**src/hdl/gou_pkg.sv**
```systemverilog
// gou_pkg: shared types, constants and register codes of the gradient optimizer update core.
// Used by gou_csr, gou_front, gou_fifo, gou_back and the top level; depends on nothing.
package gou_pkg;

   localparam int DATA_W = 32;
   localparam int FRAC_W = 24;
   localparam int COEF_W = 16;
   localparam int LR_W   = 25;
   localparam int CORR_W = 33;
   localparam int IDX_W  = 3;
   localparam int ADDR_W = 5;
   localparam int FIFO_DEPTH = 4;

   localparam logic [1:0] MODE_SGD      = 2'd0;
   localparam logic [1:0] MODE_MOMENTUM = 2'd1;
   localparam logic [1:0] MODE_RMSPROP  = 2'd2;
   localparam logic [1:0] MODE_ADAM     = 2'd3;

   localparam logic [IDX_W-1:0] REG_MODE     = 3'd0;
   localparam logic [IDX_W-1:0] REG_LR       = 3'd1;
   localparam logic [IDX_W-1:0] REG_BETA1    = 3'd2;
   localparam logic [IDX_W-1:0] REG_BETA2    = 3'd3;
   localparam logic [IDX_W-1:0] REG_EPSILON  = 3'd4;
   localparam logic [IDX_W-1:0] REG_STEP_CNT = 3'd5;

   localparam logic [1:0]        RST_MODE  = MODE_SGD;
   localparam logic [LR_W-1:0]   RST_LR    = 25'd167772;
   localparam logic [COEF_W-1:0] RST_BETA1 = 16'd58982;
   localparam logic [COEF_W-1:0] RST_BETA2 = 16'd65470;
   localparam logic [COEF_W-1:0] RST_EPS   = 16'd1;
   localparam logic [COEF_W-1:0] RST_STEP  = 16'd1;

   localparam logic [DATA_W-1:0] SMAX = 32'h7fff_ffff;
   localparam logic [DATA_W-1:0] SMIN = 32'h8000_0000;
   localparam logic [DATA_W-1:0] UMAX = 32'hffff_ffff;

   typedef struct packed {
      logic [1:0]        mode;
      logic [LR_W-1:0]   lr;
      logic [COEF_W-1:0] beta1;
      logic [COEF_W-1:0] beta2;
      logic [COEF_W-1:0] eps;
      logic [CORR_W-1:0] corr1;   // 1 - beta1^t, Q1.32
      logic [CORR_W-1:0] corr2;   // 1 - beta2^t, Q1.32
   } cfg_type;

   // item handed from front to back
   typedef struct packed {
      logic [DATA_W-1:0] p;
      logic [DATA_W-1:0] g;
      logic [DATA_W-1:0] m;
      logic [DATA_W-1:0] v;
      logic [DATA_W-1:0] p01;     // finished parameter for SGD and momentum
      logic              flag;
   } fq_type;

endpackage

```
**src/hdl/gou_fifo.sv**
```systemverilog
// gou_fifo: short item queue between front and back.
// Depends on gou_pkg.
module gou_fifo (
   input  logic            clock,
   input  logic            reset,
   input  logic            push,
   input  gou_pkg::fq_type push_item,
   output logic            full,
   input  logic            pop,
   output logic            valid,
   output gou_pkg::fq_type pop_item
);
   import gou_pkg::*;

   localparam int PTR_W = $clog2(FIFO_DEPTH);

   fq_type           mem_ff [FIFO_DEPTH];
   logic [PTR_W-1:0] wr_ptr_ff, rd_ptr_ff;
   logic [PTR_W:0]   count_ff;

   assign valid    = (count_ff != '0);
   assign full     = (count_ff == (PTR_W+1)'(FIFO_DEPTH));
   assign pop_item = mem_ff[rd_ptr_ff];

   always_ff @(posedge clock) begin
      if (reset) begin
         wr_ptr_ff <= '0;
         rd_ptr_ff <= '0;
         count_ff  <= '0;
      end else begin
         if (push) wr_ptr_ff <= wr_ptr_ff + 1'b1;
         if (pop)  rd_ptr_ff <= rd_ptr_ff + 1'b1;
         count_ff <= count_ff + (PTR_W+1)'(push) - (PTR_W+1)'(pop);
      end
      if (push) mem_ff[wr_ptr_ff] <= push_item;
   end

endmodule

```
**config.mk**
```make
export PLATFORM = sky130hd
export DESIGN_NAME = gou_fifo
export DESIGN_NICKNAME = d
export VERILOG_FILES = /design/src/hdl/gou_pkg.sv /design/src/hdl/gou_fifo.sv
export SDC_FILE = /design/constraint.sdc
export NUM_CORES = 1
export LEC_CHECK = 0
export BUFFER_PORTS_ARGS = -buffer_cell sky130_fd_sc_hd__buf_2
export CORE_AREA = 10 10 255 257
export CTS_CLUSTER_DIAMETER = 40
export DETAILED_ROUTE_END_ITERATION = 8
export DIE_AREA = 0 0 265 267
export GPL_ROUTABILITY_DRIVEN = 0
export PLACE_DENSITY_LB_ADDON = 0.3
export SYNTH_ARGS = -nofsm -noshare
export SYNTH_HDL_FRONTEND = slang
export SYNTH_SLANG_ARGS = --single-unit
```
**constraint.sdc**
```tcl
create_clock -name clock -period 6.95 [get_ports clock]
set_input_delay 1.39 -clock clock [delete_from_list [all_inputs] [get_ports clock]]
set_output_delay 1.39 -clock clock [all_outputs]
set_load 0.01 [all_outputs]
```
[Word level (Yosys, flattened, before mapping)]
Memories as Yosys holds them, arrays and structs flattened. A register that Yosys moved wholly into a read port is not among the register bits.
Cells that the tools add are included.
Storage, ports and cells
  register bits: 7
  RAM bits: 644
  input bits: 165
  output and inout bits: 163
  logic and storage cells: 14
  memories: 1
Memories
  mem_ff: depth 4, width 161, read ports 1, clocked after Yosys merged registers in 1, write ports 1, RTL line gou_fifo.sv:17  | fq_type mem_ff [FIFO_DEPTH];
Cells by class
  $add $sub $neg: 4
  equal/unequal tests: 1
  multiplexer cells: 4
  reduce and logical (&&, ||, !) cells: 1
Operators by type and width (count)
  $add 2x1->2 const B: 2
  $mux 2: 2
  $add 3x1->3: 1
  $eq 3x3->1 const B: 1
  $reduce_bool 3->1: 1
  $sub 3x1->3: 1
  $mux 1: 2

[Longest topological paths before layout]
  depth after elaboration: 3
  gate-level depth with buffers: 7
  gate-level depth less buffers: 7

[Worst setup path before layout]
No wires, ideal clock.
  kind: input -> register
  start point: input port push
  end point: memory mem_ff[0][0] (netlist name), enable pin
  library setup time: 540 ps
  arrival time: 5058 ps
  required time: 6410 ps
  setup slack: 1352 ps
  cell stages on the path: 1
  path buffers: 0
  cell sequence: and2_1
Between the ends
  cells in the longest elaborated chain, start to end: 2
Ends and longest elaborated chain
  start, declared: RTL line gou_fifo.sv:6  | input logic push,
  $mux 1: RTL line gou_fifo.sv:35  | if (push) mem_ff[wr_ptr_ff] <= push_item;
  $mux 1 (implied by the code): RTL line gou_fifo.sv:35
  end, declared: RTL line gou_fifo.sv:17
No other way between the ends.

==> impl_metrics.ini <==
[worst_setup_path]
cp.depth = 3
crit_arrival_ns = 3.03
path_cells = buf_12 -> mux4_2 -> buf_2
worst_setup_path_start_kind = flop
critPathCaptureType = output port
path_buf_inv = 2
required_ns = 5.56
crit_slowest_cell = dfxtp_4
cpLargestDelayFamily = flip-flops
r2r-end = mem_ff[2][110]
worstRegToRegCells = 4
path_max_fanout = 61
reg2reg_slack_ns = 4.61
crit_type = reg -> out
rr_startpoint = wr_ptr_ff[0]
cp_slowest_stage_delay_ns = 1.06

[sta]
slew_headroom_pct = 28.5
drv_slew = 0
period_needed_ns = 4.42
skew_ns = 0.0254
fin_setup_tns_ns = 0
finalHoldViolations = 0
timing.hold.ws_ns = 0.530
worst_slew_pin_slew_ns = 1.07
setup_viol = 0
setup_slack_ns = 2.53
max_freq_mhz = 226
fin_crit_sh_pct = 63.6
rsz0062_at_grt = false

[pwr]
power_mw = 10.1
p_per_area_nw_per_um2 = 342
ir_worst_vdd_mv = 0.264
leakagePower_nw = 9.92

[place]
place_area_um2 = 26200
pre_cts_ws_ns = 3.03
hpwl_um = 29500
io_buffers = 327

[status]
status = complete, no violations

[detailed_routing]
avgViaCountPerCell = 5.00
vias = 10700
wire_per_inst_um = 22.9
drtAntennaViolNets = 0
initialDrtViolationCount = 716
routed_wl_um = 49000
firstDrtPassIters = 5
drc = 0

[floorplanning]
rows = 90
fp.dieH_um = 267
dieArea_um2 = 70800
core_area_um2 = 59900
start_util_pct = 39.5
die_w_um = 265
io-pin-count = 328

[synthesis]
synth_top_area_share_pct = 81.8
avgSynthCellArea_um2 = 26.8
synthesis.area_um2 = 23600
synth_cell_type_count = 20
yosys.area.top_type = edfxtp_1
syn_inst = 883
ys_seq_elements = 653
ys_warn_count = 0
synth.area.top_cells = edfxtp_1 (82%), mux4_2 (15%), dfxtp_1 (0.76%), buf_6 (0.52%), buf_2 (0.38%)
syn_nets = 1055
synth-seq-area-share_pct = 82.5

[cts]
ctsHoldBuffers = 0
cts.path.max_buffers = 3
htree_levels = 3
cts_root_buf = clkbuf_16
insertion_delay_ns = 0.63
cts_resized = 0
cts_buffers = 90
cts_setup_buffers = 0
clock-sinks = 653
cts.clk_slew.worst_paths_ns = 0.06
tritoncts = yes

[global_routing]
grt_usage_pct = 13.8
grt_max_degree = 83
grt_pass1_wl_um = 73700
grt_pass1_vias = 11800
grt_overflow = 0
antenna_found_initial = 11

[min_path]
min_delay_path_depth = 2
min_from = rd_ptr_ff[0]
hold_class = reg -> reg

[layout]
final_nets = 1450
seqCellArea_um2 = 19500
fillers = 4862
final_common_cell = edfxtp_1
drive_above_1_share_pct = 48.7
design_area_um2 = 29400
multiInputGateArea_um2 = 3870
mostFrequentLayoutCells = edfxtp_1 (644), buf_2 (327), mux4_2 (161)
area_growth_pct = 24.4

[job]
cap_violations = 0
==> area by class of cell <==
class | instances | area share (%)
diodes | 3 | 0.0255
clock buffers | 96 | 7.95
inverters | 6 | 0.0766
flip-flops and latches | 653 | 66.4
repair buffers | 339 | 6.17
well taps | 782 | 3.33
multi-input cells | 188 | 13.2
clock inverters | 72 | 2.86
==> routing by layer <==
metal	track usage [%]	vias to the layer above	wire length, um
li1	-	4665	-
met1	17.7	5592	20200
met2	21.9	345	24100
met3	4.44	81	3690
met4	4.86	16	919
met5	0	-	115
==> power by group <==
part	total, mW	switching (mW)	leakage, nW	internal [mW]
clock network	4.67	1.79	1.53	2.88
logic	0.795	0.433	2.39	0.362
registers	4.59	0.0622	5.99	4.53
==> flip-flops by register name (all words and copies together), names as in the netlist, named ones only <==
| name | flops |
|---|---|
| wr_ptr_ff | 2 |
| mem_ff | 644 |
| rd_ptr_ff | 2 |
| count_ff | 3 |
==> cells in the mapped netlist <==
cell	n
nand3b_1	1
a21oi_1	1
clkbuf_1	7
xnor2_1	2
xor3_1	1
and3_1	1
a21bo_2	1
mux4_2	161
or3_1	1
nor2_1	5
ha_1	6
edfxtp_1	644
nor2b_1	2
dfxtp_1	9
fa_1	1
inv_1	6
mux2i_1	1
and2_1	4
buf_6	11
buf_2	18
==> metrics by stage <==
step           instances  utilization [%]
3_5_place_dp        1968             43.8
3_3_place_gp        1968             43.8
6_report            2139             49.1
4_1_cts             2136             49.1
2_1_floorplan        883                -
5_1_grt             2138             49.1
==> how the worst max path moves through the flow <==
| stage | start | endpoint | slack (ns) |
|---|---|---|---|
| after global routing | flop | pop_item[21] | 2.24 |
| after CTS | flop | pop_item[77] | 2.34 |
| after global placement | flop | pop_item[77] | 3.03 |
| after floorplan | push | mem_ff[0][0] | 1.35 |
| final | flop | pop_item[17] | 2.53 |
| after detailed placement | flop | pop_item[21] | 3.03 |
==> cell families (layout without fill, tap and decap cells) <==
logic type               after synthesis  count (layout)  share of synthesized area, %
other                                  0               3                             0
AO/OA/AOI/OAI                          2               2                        0.0635
AND/OR/NAND/NOR                       14              14                         0.323
flip-flops                           653             653                          82.5
XOR/XNOR                               3               3                         0.175
buffers and inverters                 42             513                          1.11
adder cells (fa/ha/maj)                7               7                         0.402
multiplexers                         162             162                          15.4
==> worst reg2reg max path, stage by stage (launching register included) <==
cell and delay (ns):
dfxtp_1 0.35, inv_1 0.10, ha_1 0.14, and2_4 0.54, buf_4 0.76
Power figures use the tool's default switching activity.
